$ cat config.mk
export PLATFORM = sky130hd
export DESIGN_NAME = rate_monotonic_priority_table_core
export DESIGN_NICKNAME = d
export VERILOG_FILES = /design/src/hw/rtl/rmpt_pkg.sv /design/src/hw/rtl/rmpt_cell.sv /design/src/hw/rtl/rate_monotonic_priority_table_core.sv
export SDC_FILE = /design/constraint.sdc
export NUM_CORES = 1
export LEC_CHECK = 0
export ABC_AREA = 0
export BUFFER_PORTS_ARGS = -buffer_cell sky130_fd_sc_hd__buf_2
export CAP_MARGIN = 0
export CORE_MARGIN = 5
export CORE_UTILIZATION = 42
export DETAILED_ROUTE_END_ITERATION = 10
export GPL_TIMING_DRIVEN = 1
export PLACE_DENSITY = 0.66
export SLEW_MARGIN = 20
export SYNTH_ARGS = -nofsm -noshare
export SYNTH_HDL_FRONTEND = slang
export SYNTH_HIERARCHICAL = 1
export SYNTH_SLANG_ARGS = --single-unit
$ cat constraint.sdc
create_clock -name clk -period 7.9 [get_ports clk]
set_clock_uncertainty 0.1 [all_clocks]
set_input_delay 1.58 -clock clk [delete_from_list [all_inputs] [get_ports clk]]
set_output_delay 1.58 -clock clk [all_outputs]
set_load 0.005 [all_outputs]
$ cat src/hw/rtl/rmpt_pkg.sv
// Shared types and constants for the rate monotonic priority table.
package rmpt_pkg;

  localparam int TASK_W   = 3;
  localparam int EXEC_W   = 16;
  localparam int DLY_W    = 8;
  localparam int PERIOD_W = 19;
  localparam int CNT_W    = 4;
  localparam int RANK_W   = 3;
  localparam int IN_DATA_W  = 32;
  localparam int OUT_DATA_W = 32;

  localparam logic [PERIOD_W-1:0] MS_PER_SECOND = PERIOD_W'(1000);
  localparam logic [CNT_W-1:0]    MAX_LIST      = CNT_W'(8);

  typedef enum logic [1:0] {
    CMD_HOLD,
    CMD_INSERT,
    CMD_REMOVE,
    CMD_ROTATE
  } cell_cmd_t;

  typedef enum logic [1:0] {
    ST_IDLE,
    ST_SEARCH,
    ST_UPDATE,
    ST_LIST
  } state_t;

  typedef struct packed {
    cell_cmd_t             cmd;
    logic [TASK_W-1:0]     new_task;
    logic [PERIOD_W-1:0]   new_period;
    logic [CNT_W-1:0]      count;
  } cell_ctrl_t;

endpackage

$ cat src/hw/rtl/rmpt_cell.sv
// One rank of the sorted task table; trades entries with its neighbors.
module rmpt_cell
  import rmpt_pkg::*;
#(
  parameter int DEPTH    = 8,
  parameter int CELL_IDX = 0
) (
  input  logic                       clk,
  input  cell_ctrl_t                 ctrl,
  input  logic [$clog2(DEPTH)-1:0]   pos,
  input  logic                       left_gt,
  input  logic [TASK_W-1:0]          left_task,
  input  logic [PERIOD_W-1:0]        left_period,
  input  logic [TASK_W-1:0]          right_task,
  input  logic [PERIOD_W-1:0]        right_period,
  input  logic [TASK_W-1:0]          head_task,
  input  logic [PERIOD_W-1:0]        head_period,
  output logic [TASK_W-1:0]          task_o,
  output logic [PERIOD_W-1:0]        period_o,
  output logic                       gt_o,
  output logic                       match_o
);

  localparam int IDX_W = $clog2(DEPTH);
  localparam int CMP_W = (IDX_W + 1 > CNT_W) ? IDX_W + 1 : CNT_W;
  localparam logic [CMP_W-1:0] IDX_C = CMP_W'(CELL_IDX);

  logic [TASK_W-1:0]   task_r, task_nxt;
  logic [PERIOD_W-1:0] period_r, period_nxt;
  logic [CMP_W-1:0]    count_ext;
  logic                occupied;
  logic                is_tail;
  logic                past_pos;

  assign count_ext = CMP_W'(ctrl.count);
  assign occupied  = IDX_C < count_ext;
  assign is_tail   = (IDX_C + CMP_W'(1)) == count_ext;
  assign past_pos  = IDX_C >= CMP_W'(pos);

  assign gt_o     = occupied && (period_r > ctrl.new_period);
  assign match_o  = occupied && (task_r == ctrl.new_task);
  assign task_o   = task_r;
  assign period_o = period_r;

  always_comb begin
    task_nxt   = task_r;
    period_nxt = period_r;
    case (ctrl.cmd)
      CMD_INSERT: begin
        // Entries with a longer period slide right; the first free or
        // longer slot that is not fed from the left takes the new task.
        if (left_gt) begin
          task_nxt   = left_task;
          period_nxt = left_period;
        end else if (gt_o || !occupied) begin
          task_nxt   = ctrl.new_task;
          period_nxt = ctrl.new_period;
        end
      end
      CMD_REMOVE: begin
        if (past_pos) begin
          task_nxt   = right_task;
          period_nxt = right_period;
        end
      end
      CMD_ROTATE: begin
        // The head wraps around to the last occupied rank.
        if (is_tail) begin
          task_nxt   = head_task;
          period_nxt = head_period;
        end else begin
          task_nxt   = right_task;
          period_nxt = right_period;
        end
      end
      default: begin
        task_nxt   = task_r;
        period_nxt = period_r;
      end
    endcase
  end

  always_ff @(posedge clk) begin
    task_r   <= task_nxt;
    period_r <= period_nxt;
  end

endmodule

$ cat src/hw/rtl/rate_monotonic_priority_table_core.sv
// Rate monotonic priority table: a row of rank cells and the toggle sequencer.
// A toggle is taken in idle, searched, applied to the row of cells in the next
// cycle, then listed one result per cycle (unless out_tready stalls) by rotating
// the row past rank 0. The list holds max(1, active tasks) results, and a new
// toggle is only taken back in idle, once the last result has been loaded.
// Synchronous active-low reset empties the table at once; no clearing pass.
module rate_monotonic_priority_table_core
  import rmpt_pkg::*;
#(
  parameter int TABLE_DEPTH = 8
) (
  input  logic                  clk,
  input  logic                  rst_n,
  input  logic                  in_tvalid,
  output logic                  in_tready,
  // [2:0] task_id, [18:3] exec_time_ms, [26:19] delay_seconds
  input  logic [IN_DATA_W-1:0]  in_tdata,
  output logic                  out_tvalid,
  input  logic                  out_tready,
  // [2:0] rank, [5:3] entry_task, [24:6] entry_period, [25] was_added,
  // [29:26] active_total
  output logic [OUT_DATA_W-1:0] out_tdata,
  // [0] entry_valid
  output logic                  out_tuser,
  output logic                  out_tlast
);

  localparam int IDX_W = $clog2(TABLE_DEPTH);
  localparam int CMP_W = (IDX_W + 1 > CNT_W) ? IDX_W + 1 : CNT_W;
  localparam logic [CMP_W-1:0] DEPTH_C = CMP_W'(TABLE_DEPTH);

  state_t              state_r, state_nxt;
  logic [TASK_W-1:0]   id_r, id_nxt;
  logic [PERIOD_W-1:0] per_r, per_nxt;
  logic [CNT_W-1:0]    count_r, count_nxt;
  logic                found_r, found_nxt;
  logic [IDX_W-1:0]    pos_r, pos_nxt;
  logic                added_r, added_nxt;
  logic [RANK_W-1:0]   list_idx_r, list_idx_nxt;

  logic                out_valid_r, out_valid_nxt;
  logic [RANK_W-1:0]   o_rank_r, o_rank_nxt;
  logic [TASK_W-1:0]   o_task_r, o_task_nxt;
  logic [PERIOD_W-1:0] o_period_r, o_period_nxt;
  logic                o_entry_r, o_entry_nxt;
  logic                o_added_r, o_added_nxt;
  logic [CNT_W-1:0]    o_total_r, o_total_nxt;
  logic                o_last_r, o_last_nxt;

  logic                in_fire;
  logic                load_en;
  logic                table_full;
  logic                list_last;
  logic                found_c;
  logic [IDX_W-1:0]    pos_c;
  cell_ctrl_t          ctrl;
  cell_cmd_t           cmd;

  logic [TASK_W-1:0]      c_task   [TABLE_DEPTH];
  logic [PERIOD_W-1:0]    c_period [TABLE_DEPTH];
  logic [TABLE_DEPTH-1:0] c_gt;
  logic [TABLE_DEPTH-1:0] c_match;

  assign in_fire    = in_tvalid && in_tready;
  assign table_full = CMP_W'(count_r) >= DEPTH_C;
  assign list_last  = (count_r == '0) ||
                      ((CNT_W'(list_idx_r) + CNT_W'(1)) == count_r);

  // Ids are unique among occupied ranks, so at most one match bit is set.
  always_comb begin
    pos_c = '0;
    for (int i = 0; i < TABLE_DEPTH; i++) begin
      if (c_match[i]) begin
        pos_c = pos_c | IDX_W'(i);
      end
    end
  end
  assign found_c = |c_match;

  assign ctrl.cmd        = cmd;
  assign ctrl.new_task   = id_r;
  assign ctrl.new_period = per_r;
  assign ctrl.count      = count_r;

  for (genvar g = 0; g < TABLE_DEPTH; g++) begin : g_cell
    logic                lgt;
    logic [TASK_W-1:0]   ltask, rtask;
    logic [PERIOD_W-1:0] lper, rper;

    if (g == 0) begin : g_first
      assign lgt   = 1'b0;
      assign ltask = c_task[0];
      assign lper  = c_period[0];
    end else begin : g_mid
      assign lgt   = c_gt[g-1];
      assign ltask = c_task[g-1];
      assign lper  = c_period[g-1];
    end

    if (g == TABLE_DEPTH - 1) begin : g_end
      assign rtask = c_task[0];
      assign rper  = c_period[0];
    end else begin : g_inner
      assign rtask = c_task[g+1];
      assign rper  = c_period[g+1];
    end

    rmpt_cell #(
      .DEPTH    (TABLE_DEPTH),
      .CELL_IDX (g)
    ) u_cell (
      .clk          (clk),
      .ctrl         (ctrl),
      .pos          (pos_r),
      .left_gt      (lgt),
      .left_task    (ltask),
      .left_period  (lper),
      .right_task   (rtask),
      .right_period (rper),
      .head_task    (c_task[0]),
      .head_period  (c_period[0]),
      .task_o       (c_task[g]),
      .period_o     (c_period[g]),
      .gt_o         (c_gt[g]),
      .match_o      (c_match[g])
    );
  end

  // Next state.
  always_comb begin
    state_nxt = state_r;
    case (state_r)
      ST_IDLE: begin
        if (in_fire) begin
          state_nxt = ST_SEARCH;
        end
      end
      ST_SEARCH: state_nxt = ST_UPDATE;
      ST_UPDATE: state_nxt = ST_LIST;
      ST_LIST: begin
        if (load_en && list_last) begin
          state_nxt = ST_IDLE;
        end
      end
      default: state_nxt = ST_IDLE;
    endcase
  end

  // Control outputs.
  always_comb begin
    in_tready = 1'b0;
    load_en   = 1'b0;
    cmd       = CMD_HOLD;
    case (state_r)
      ST_IDLE: in_tready = 1'b1;
      ST_SEARCH: cmd = CMD_HOLD;
      ST_UPDATE: begin
        if (found_r) begin
          cmd = CMD_REMOVE;
        end else if (!table_full) begin
          cmd = CMD_INSERT;
        end
      end
      ST_LIST: begin
        load_en = !out_valid_r || out_tready;
        if (load_en && (count_r != '0)) begin
          cmd = CMD_ROTATE;
        end
      end
      default: begin
        in_tready = 1'b0;
        load_en   = 1'b0;
        cmd       = CMD_HOLD;
      end
    endcase
  end

  // Datapath registers.
  always_comb begin
    id_nxt       = id_r;
    per_nxt      = per_r;
    count_nxt    = count_r;
    found_nxt    = found_r;
    pos_nxt      = pos_r;
    added_nxt    = added_r;
    list_idx_nxt = list_idx_r;

    if (in_fire) begin
      id_nxt  = in_tdata[2:0];
      per_nxt = PERIOD_W'(in_tdata[18:3]) + PERIOD_W'(in_tdata[26:19]) * MS_PER_SECOND;
    end
    if (state_r == ST_SEARCH) begin
      found_nxt = found_c;
      pos_nxt   = pos_c;
    end
    if (state_r == ST_UPDATE) begin
      list_idx_nxt = '0;
      added_nxt    = 1'b0;
      if (cmd == CMD_REMOVE) begin
        count_nxt = count_r - CNT_W'(1);
      end else if (cmd == CMD_INSERT) begin
        count_nxt = count_r + CNT_W'(1);
        added_nxt = 1'b1;
      end
    end
    if (load_en) begin
      list_idx_nxt = list_idx_r + RANK_W'(1);
    end
  end

  // Output register.
  always_comb begin
    out_valid_nxt = out_valid_r;
    o_rank_nxt    = o_rank_r;
    o_task_nxt    = o_task_r;
    o_period_nxt  = o_period_r;
    o_entry_nxt   = o_entry_r;
    o_added_nxt   = o_added_r;
    o_total_nxt   = o_total_r;
    o_last_nxt    = o_last_r;

    if (load_en) begin
      out_valid_nxt = 1'b1;
      o_rank_nxt    = list_idx_r;
      o_added_nxt   = added_r;
      o_total_nxt   = count_r;
      o_last_nxt    = list_last;
      if (count_r == '0) begin
        // Empty table: a single marker with no entry.
        o_task_nxt   = '0;
        o_period_nxt = '0;
        o_entry_nxt  = 1'b0;
      end else begin
        o_task_nxt   = c_task[0];
        o_period_nxt = c_period[0];
        o_entry_nxt  = 1'b1;
      end
    end else if (out_tready) begin
      out_valid_nxt = 1'b0;
    end
  end

  always_ff @(posedge clk) begin
    if (!rst_n) begin
      state_r     <= ST_IDLE;
      count_r     <= '0;
      out_valid_r <= 1'b0;
      found_r     <= 1'b0;
      added_r     <= 1'b0;
      list_idx_r  <= '0;
    end else begin
      state_r     <= state_nxt;
      count_r     <= count_nxt;
      out_valid_r <= out_valid_nxt;
      found_r     <= found_nxt;
      added_r     <= added_nxt;
      list_idx_r  <= list_idx_nxt;
    end
  end

  always_ff @(posedge clk) begin
    id_r       <= id_nxt;
    per_r      <= per_nxt;
    pos_r      <= pos_nxt;
    o_rank_r   <= o_rank_nxt;
    o_task_r   <= o_task_nxt;
    o_period_r <= o_period_nxt;
    o_entry_r  <= o_entry_nxt;
    o_added_r  <= o_added_nxt;
    o_total_r  <= o_total_nxt;
    o_last_r   <= o_last_nxt;
  end

  assign out_tvalid = out_valid_r;
  assign out_tuser  = o_entry_r;
  assign out_tlast  = o_last_r;
  assign out_tdata  = {2'b00, o_total_r, o_added_r, o_period_r, o_task_r, o_rank_r};

  a_count_bound: assert property (@(posedge clk) disable iff (!rst_n)
    (count_r <= MAX_LIST) && (CMP_W'(count_r) <= DEPTH_C))
    else $error("active task count out of range");

  a_remove_dec: assert property (@(posedge clk) disable iff (!rst_n)
    (state_r == ST_UPDATE && found_r) |=> (count_r == $past(count_r) - CNT_W'(1)))
    else $error("removal did not shrink the table");

  a_marker_alone: assert property (@(posedge clk) disable iff (!rst_n)
    (out_valid_r && !o_entry_r) |-> (o_last_r && o_total_r == '0 && o_rank_r == '0))
    else $error("empty marker is not a lone final result");

  a_rank_bound: assert property (@(posedge clk) disable iff (!rst_n)
    (out_valid_r && o_entry_r) |-> (CNT_W'(o_rank_r) < o_total_r))
    else $error("listed rank beyond active total");

endmodule
==> out/results.txt, run 1 <==
postcts setup bufs: 0
FMAX: 159 MHz
clk_lat worst skew: 570 ps
starting DRC count in detailed routing: 1229
worst rel slew slack: 0.270
Final TNS setup: 0 ps
drt pass-1 iters: 6
fin area: 0.0218 mm2
utilization after layout: 0.467
YS warnings: 6
synthesized area: 0.0198 mm2
Synth Instances: 2036
H-tree levels: 1
most common cell after layout, fill and taps aside: a21oi_1
Setup crit end kind: flip-flop
Antenna Nets Post-Route: 0
cts hold-fix bufs: 0
pwr dens: 348 mW/mm2
RSZ-0062 raised after global routing: false
layout net count: 2326
Clk pin slew, worst setup/hold paths: 60 ps
Switch Pwr: 3170 uW
die width: 227 um
routability cong.: 0.895
drt via density: 5.72
Slew Limit Fails: 0
Pleak: 0.00960 uW
Rows: 79
crit path launch type: input pin
Net Sw Frac: 0.418
Layout area overhead: 9.74%
Root Driver: clkbuf_16
Syn Area/Cell: 9.75 um2
Final period util: 0.794
Post-DP HPWL: 38600 um
port bufs: 64
CTS sink cnt: 245
gr ovfl total: 0
dpl cell area: 0.0207 mm2
FILL cells: 4391
CP Launch Point: in_tdata[19]
vias in the first global route: 14800
PostCTS Resize Cnt: 0
pin count of the biggest net entering global routing: 109
diode count: 0
Critical Path RT: 8120 ps
CTS tree: done
DIE HEIGHT: 227 um
die area: 0.0517 mm2
DRC errors left: 0
Worst Tran Pin Value: 1100 ps
total number of vias: 15400
DR WL/cell: 18.6 um
Clk pwr share: 0.189
initial core utilization: 0.425
maxcap violations: 0
CTS buffer count: 30
Tot GR Track Use: 0.188
Seq pwr share: 0.338
FF-to-FF Start: count_r[0]
status: finished, final reports clean
Tmin final: 6280 ps
WL final: 50000 um
antenna violations before repair: 0
combinational fraction of design power: 0.473
arrival time worst endpoint: 6500 ps
CP Max Fanout: 6
first-pass GRT wire length: 79100 um
Ports: 72
Core ar.: 0.0467 mm2
reg2reg setup slack: 3280 ps
share of layout cells above drive strength 1: 0.0943
Final Hold Viols: 0
most frequent cells in the layout: 262 x a21oi_1, 233 x edfxtp_1, 222 x inv_1
Max clock buf depth: 3
Setup CP Type: input pin to flip-flop
internal power: 4410 uW
worst hold path type: flip-flop to flip-flop
Max VDD drop: 0.208 mV
Hold Startpoint: added_r
Setup Viol. Count Final: 0
-- area by class of cell --
| class | instances | area (um2) | share of cell area |
|---|---|---|---|
| Tap cell | 607 | 759 | 0.0349 |
| Clock inverter | 15 | 121 | 0.00557 |
| Sequential cell | 245 | 7240 | 0.332 |
| Multi-Input combinational cell | 1461 | 11400 | 0.522 |
| Inverter | 225 | 852 | 0.0391 |
| Timing Repair Buffer | 92 | 531 | 0.0244 |
| Clock buffer | 41 | 917 | 0.0421 |
-- metal layers --
layer	vias to the layer above	share of wire	track usage
met2	343	0.48	0.324
met4	0	0.032	0.0567
met3	93	0.043	0.0188
met5	-	0	0
li1	7553	-	-
met1	7365	0.44	0.250
-- worst paths after layout --
check | depth (start not counted) | endpoint
max | 21 | per_r[18]
min reg2reg | 0 | o_added_r
max reg2reg | 9 | g_cell[7].u_cell/period_o[13]
min | 0 | o_added_r
-- registers in the layout, summed over array words and instances (netlist names) --
| register | cells |
|---|---|
| g_cell.u_cell/task_o | 24 |
| per_r | 19 |
| o_task_r | 3 |
| id_r | 3 |
| o_period_r | 19 |
| o_total_r | 4 |
| out_tlast | 1 |
| out_tuser | 1 |
| g_cell.u_cell/period_o | 152 |
| out_tvalid | 1 |
| list_idx_r | 3 |
| added_r | 1 |
| found_r | 1 |
| count_r | 4 |
| state_r | 2 |
| o_added_r | 1 |
| o_rank_r | 3 |
| pos_r | 3 |
-- through the flow --
stage                     cells  power [uW]  hold slack [ps]  setup slack [ps]
after floorplan            2038        5090              308              1580
after global placement     2630        5950              353              1140
after detailed placement   2630        6130              368              1040
after CTS                  2686        7590              382              1630
after global routing       2686        8180              385              1370
final                      2686        7580              377              1620
-- worst max-delay path, stage by stage --
cell and delay (ps):
buf_2 160, fa_1 620, xor2_1 170, ha_1 260, fa_1 510, inv_1 50, fa_1 500, inv_1 40
ha_1 330, o21ai_0 100, o21bai_1 110, a21oi_1 230, o21bai_1 160, or4_1 410, nand4_1 120, ha_1 270
and3_1 170, a31oi_1 160, o21ai_0 140, a21oi_1 210, and3b_1 200
-- power by group through the flow --
stage               clock network (uW)  logic, uW  registers (uW)
global route                      1520       4060            2610
CTS                               1470       3580            2550
detailed placement                   0       3560            2570
global placement                     0       3400            2550
floorplan                            0       2740            2350
finish                            1430       3590            2560
Note: power is estimated with default switching activity, not from simulation.
==> run 2: changes to the inputs <==
Settings changed: PLACE_DENSITY 0.66 to 0.68.
Clock period 7.9 ns to 5.6 ns, I/O delays scaled along.
==> out/results.txt, run 2 (synthesized netlist as in run 1, its figures left out) <==
Critical Path RT: 5780 ps (-2340 ps)
worst rel slew slack: 0.331 (+0.0609)
Tmin final: 5440 ps
Rows: 79 (unchanged)
starting DRC count in detailed routing: 1153 (-6.2%)
Layout area overhead: 10.8%
pwr dens: 493 mW/mm2 (+42%)
most frequent cells in the layout: 260 x a21oi_1, 233 x edfxtp_1, 221 x inv_1
first-pass GRT wire length: 81000 um (+2.4%)
Pleak: 0.00972 uW (+1.3%)
Buf/Inv on CP: 3 (unchanged)
CP top delay family: adder cells
cts hold-fix bufs: 0 (unchanged)
fin area: 0.0220 mm2 (+0.94%)
Tot GR Track Use: 0.192 (+0.00414)
area of the multi-input gates: 0.0114 mm2 (+0.22%)
Max clock buf depth: 3 (unchanged)
Pwr Total: 10800 uW (+43%)
maxcap violations: 0 (unchanged)
routability cong.: 0.887 (-0.94%)
WL final: 50800 um (+1.6%)
Post-DP HPWL: 38900 um (+0.90%)
antenna violations before repair: 0 (unchanged)
Clk pin slew, worst setup/hold paths: 60 ps (about the same)
Final period util: 0.972
FILL cells: 4352 (-0.89%)
worst hold path type: flip-flop to flip-flop
layout net count: 2372 (+2.0%)
status: finished, final reports clean
Worst Tran Pin Value: 1000 ps (-92.8 ps)
CTS buffer count: 29 (-3.3%)
Setup CP Type: input pin to flip-flop
drt via density: 5.73 (+0.20%)
FMAX: 184 MHz
port bufs: 64 (unchanged)
Ports: 72 (unchanged)
worst path cell trace: buf_2 > fa_1 > xor2_1 > ha_1 > fa_1 > inv_1 > fa_1 > inv_2 > ha_4 > o21ai_2 > o21bai_2 > a21oi_2 > o21bai_2 > or4_1 > nand4_1 > ha_1 > and3_4 > a31oi_1 > o21ai_1 > a21oi_1 > nor3_1 > xor2_1
Place WS: -471 ps (-1510 ps)
DR WL/cell: 18.6 um (about the same)
CTS tree: done
vias in the first global route: 15200 (+2.7%)
dpl cell area: 0.0211 mm2 (+1.7%)
die area: 0.0517 mm2 (unchanged)
Root Driver: clkbuf_16
CP Max Fanout: 4 (-2)
clk_lat worst skew: 550 ps (-20 ps)
DRC errors left: 0 (unchanged)
most common cell after layout, fill and taps aside: a21oi_1
Layout Cells excl Fill: 2727 (+1.5%)
initial core utilization: 0.425 (unchanged)
# placed instances: 2675 (+1.7%)
crit path launch type: input pin
Setup Viol. Count Final: 0 (unchanged)
Setup crit end kind: flip-flop
diode count: 0 (unchanged)
Max VDD drop: 0.306 mV (+47%)
CTS sink cnt: 245 (unchanged)
Final Hold Viols: 0 (unchanged)
storage element area: 0.00724 mm2 (unchanged)
total number of vias: 15600 (+1.7%)
max reg flops: 152 (unchanged)
most used cell, CP: fa_1
drt pass-1 iters: 5 (-1)
Antenna Nets Post-Route: 0 (unchanged)
share of layout cells above drive strength 1: 0.113 (+0.0189)
pin count of the biggest net entering global routing: 209 (+92%)
Slew Limit Fails: 0 (unchanged)
gr ovfl total: 0 (unchanged)
die width: 227 um (unchanged)
final setup margin: 155 ps (-1470 ps)
CP max stage delay: 580 ps (-40 ps)
H-tree levels: 1 (unchanged)
DIE HEIGHT: 227 um (unchanged)
utilization after layout: 0.471 (+0.00437)
Slowest-stage cell, CP: fa_1
Core ar.: 0.0467 mm2 (unchanged)
arrival time worst endpoint: 5630 ps (-870 ps)
run 2: changes by cell type in the layout (fill, tap and decap cells not counted), sizes merged:
cell      change
clkinv        -4
bufinv        -1
clkinvlp      +4
buf          +47
clkbuf        -5
run 2: final cells by class:
class / count / share of cell area
tap: 607 / 0.0346
timing repair buffer: 139 / 0.0408
multi-input combinational: 1461 / 0.518
clock buffer: 36 / 0.0342
sequential: 245 / 0.329
clock inverter: 14 / 0.00455
inverter: 225 / 0.0388
run 2: final timing paths:
kind,from,to,slack (ps),cells after the start
min,list_idx_r[1],o_rank_r[1],390,0
min reg2reg,list_idx_r[1],o_rank_r[1],390,0
max reg2reg,count_r[1],count_r[3],1160,12
max,in_tdata[19],per_r[17],160,22
run 2: power breakdown:
| group | switching [uW] | internal [uW] |
|---|---|---|
| registers | 769 | 2880 |
| clock network | 760 | 989 |
| logic | 3010 | 2430 |
| total | 4540 | 6300 |
run 2: per-stage QoR:
step           TNS [ps]  hold slack (ps)
6_report              0              391
5_1_grt           -14.4              388
4_1_cts               0              375
3_5_place_dp      -2100              358
3_3_place_gp      -1700              359
2_1_floorplan      -124              308
run 2: metal layers:
layer  track usage  up-vias  part of all wire
met4        0.0573        0             0.031
met5             0        -                 0
li1              -     7653                 -
met3        0.0209       81             0.052
met2         0.328      411              0.47
met1         0.258     7475              0.44
run 2: timing repair:
action,in CTS,in global routing
setup endpoints to repair,0,4
endpoints found under the hold margin,0,0
gates resized for setup,0,7
buffers inserted,0,2
==> run 3: changes to the inputs <==
Settings changed: ABC_AREA 0 to 1, CTS_CLUSTER_DIAMETER set to 60.
==> out/results.txt, run 3 <==
starting DRC count in detailed routing: 1972 (+71%)
Final TNS setup: 0 ps (unchanged)
Setup CP Type: input pin to flip-flop
DRC errors left: 0 (unchanged)
GR Util met3: 0.0430 (+0.0221)
die area: 0.0558 mm2 (+7.9%)
FF-to-FF Start: per_r[10]
Clk pin slew, worst setup/hold paths: 60 ps (about the same)
area of the multi-input gates: 0.0122 mm2 (+7.2%)
Antenna Nets Post-Route: 0 (unchanged)
CP Max Fanout: 3 (-1)
layout net count: 3119 (+31%)
FILL cells: 4845 (+11%)
crit path launch type: input pin
pin count of the biggest net entering global routing: 58 (-72%)
r2r worst-path depth: 13 (+1)
reg2reg setup slack: 1240 ps (+80 ps)
Layout Cells excl Fill: 3545 (+30%)
WL final: 66400 um (+31%)
Slowest-stage cell, CP: fa_1
share of layout cells above drive strength 1: 0.0975 (-0.0157)
gr busiest metal: met2
grt met2 use: 0.359 (+0.0311)
worst hold path type: flip-flop to flip-flop
Syn Area/Cell: 7.67 um2 (-21%)
Final Hold Viols: 0 (unchanged)
RSZ-0062 raised after global routing: false
hold slack: 379 ps (-12.2 ps)
most used cell, CP: fa_1
Post-DP HPWL: 50000 um (+28%)
most frequent cells in the layout: 514 x nand2_1, 370 x nor2_1, 345 x inv_1
# placed instances: 3484 (+30%)
Tmin final: 5320 ps (-125 ps)
Final period util: 0.950 (-0.0223)
CTS tree: done
hold path cells: 0 (unchanged)
dpl cell area: 0.0224 mm2 (+6.4%)
grt met1 use: 0.321 (+0.0627)
Root Driver: clkbuf_16
first-pass GRT wire length: 105000 um (+29%)
arrival time worst endpoint: 5500 ps (-130 ps)
H-tree levels: 2 (+1)
diode count: 0 (unchanged)
Core ar.: 0.0504 mm2 (+8.0%)
worst hold endpoint: o_added_r
maxcap violations: 0 (unchanged)
Critical Path RT: 5780 ps (about the same)
postcts setup bufs: 0 (unchanged)
clk_lat worst skew: 540 ps (about the same)
Synth Instances: 2801 (+38%)
max reg flops: 152 (unchanged)
YS warnings: 6 (unchanged)
initial core utilization: 0.427 (+0.00125)
Pleak: 0.00999 uW (+2.8%)
status: finished, final reports clean
CP max stage delay: 540 ps (-40 ps)
CTS buffer count: 34 (+17%)
Slew Limit Fails: 0 (unchanged)
drt via density: 5.70 (-0.56%)
synthesized area: 0.0215 mm2 (+8.3%)
Max clock buf depth: 3 (unchanged)
die width: 236 um (+3.9%)
Setup crit end kind: flip-flop
FMAX: 188 MHz (+2.4%)
total number of vias: 20200 (+29%)
DR WL/cell: 18.7 um (+0.66%)
Rows: 82 (+3.8%)
Ports: 72 (unchanged)
port bufs: 64 (unchanged)
Layout area overhead: 9.77%
vias in the first global route: 19400 (+27%)
worst rel slew slack: 0.277 (-0.0539)
pwr dens: 564 mW/mm2 (+14%)
gr ovfl total: 0 (unchanged)
drt pass-1 iters: 6 (+1)
worst path cell trace: buf_2 > fa_1 > inv_1 > fa_1 > fa_1 > fa_1 > inv_1 > ha_1 > a21oi_1 > o21ai_0 > a21oi_2 > nor2_1 > nor2_1 > xor2_1 > ha_1 > nand2_1 > nor2_1 > a211oi_1 > nand3_1 > xor2_1
Max VDD drop: 0.356 mV (+16%)
reg-to-reg endpoint: g_cell[1].u_cell/period_o[6]
Tot GR Track Use: 0.229 (+0.0370)
DIE HEIGHT: 236 um (+3.9%)
fin area: 0.0236 mm2 (+7.3%)
CTS sink cnt: 245 (unchanged)
routability cong.: 0.904 (+2.0%)
Worst Tran Pin Value: 1080 ps (+78.7 ps)
Hold Startpoint: added_r
Pwr Total: 13300 uW (+23%)
cts hold-fix bufs: 0 (unchanged)
most common cell after layout, fill and taps aside: nand2_1
storage element area: 0.00724 mm2 (unchanged)
Setup Viol. Count Final: 0 (unchanged)
antenna violations before repair: 0 (unchanged)
[run 3: changes by cell type in the layout (fill, tap and decap cells not counted), sizes merged, moves of 26 or more]
| cell | change |
|---|---|
| a211oi | -190 |
| a21oi | -31 |
| and2 | -28 |
| inv | +150 |
| mux2i | -178 |
| nand2 | +480 |
| nand3 | +50 |
| nand4 | -26 |
| nor2 | +217 |
| nor2b | -40 |
| o211ai | +118 |
| o21ai | +324 |
[run 3: area by class of cell]
| class | instances | share of cell area |
|---|---|---|
| Timing Repair Buffer | 124 | 0.0327 |
| Inverter | 373 | 0.0597 |
| Sequential cell | 245 | 0.307 |
| Clock buffer | 38 | 0.0376 |
| Clock inverter | 23 | 0.0101 |
| Tap cell | 672 | 0.0356 |
| Multi-Input combinational cell | 2070 | 0.517 |
[run 3: through the flow]
stage,util,setup WS (ps)
after detailed placement,0.446,-290
final,0.468,281
after floorplan,-,109
after CTS,0.468,269
after global routing,0.468,6.46
after global placement,0.446,-306
[run 3: routing by layer]
layer | share of wire | up-vias
li1 | - | 9623
met1 | 0.44 | 9487
met2 | 0.45 | 911
met3 | 0.080 | 170
met4 | 0.029 | 0
met5 | 0 | -
[run 3: repair_timing]
action,CTS,global route
gates resized for setup,0,3
hold endpoints to repair,0,0
endpoints found under the setup margin,0,1
[run 3: report_power, final]
group          switching [uW]  internal, uW
Clock                     888          1340
Sequential               1140          3130
Combinational            4080          2710
Total                    6110          7180
[run 3: worst max path at each step]
stage	from	to	cells past startpoint
final	in_tdata[20]	per_r[16]	20
after global routing	in_tdata[20]	per_r[17]	24
after CTS	in_tdata[19]	per_r[17]	23
after detailed placement	in_tdata[19]	per_r[17]	23
after global placement	in_tdata[19]	per_r[17]	23
after floorplan	in_tdata[19]	per_r[17]	22
[run 3: worst max-delay path, delay by kind of cell]
family                   cells  cell delay [ps]
XOR/XNOR                     2              340
adder cells (fa/ha/maj)      6             2620
AND/OR/NAND/NOR              5              440
buffers and inverters        3              220
AO/OA/AOI/OAI                4              760
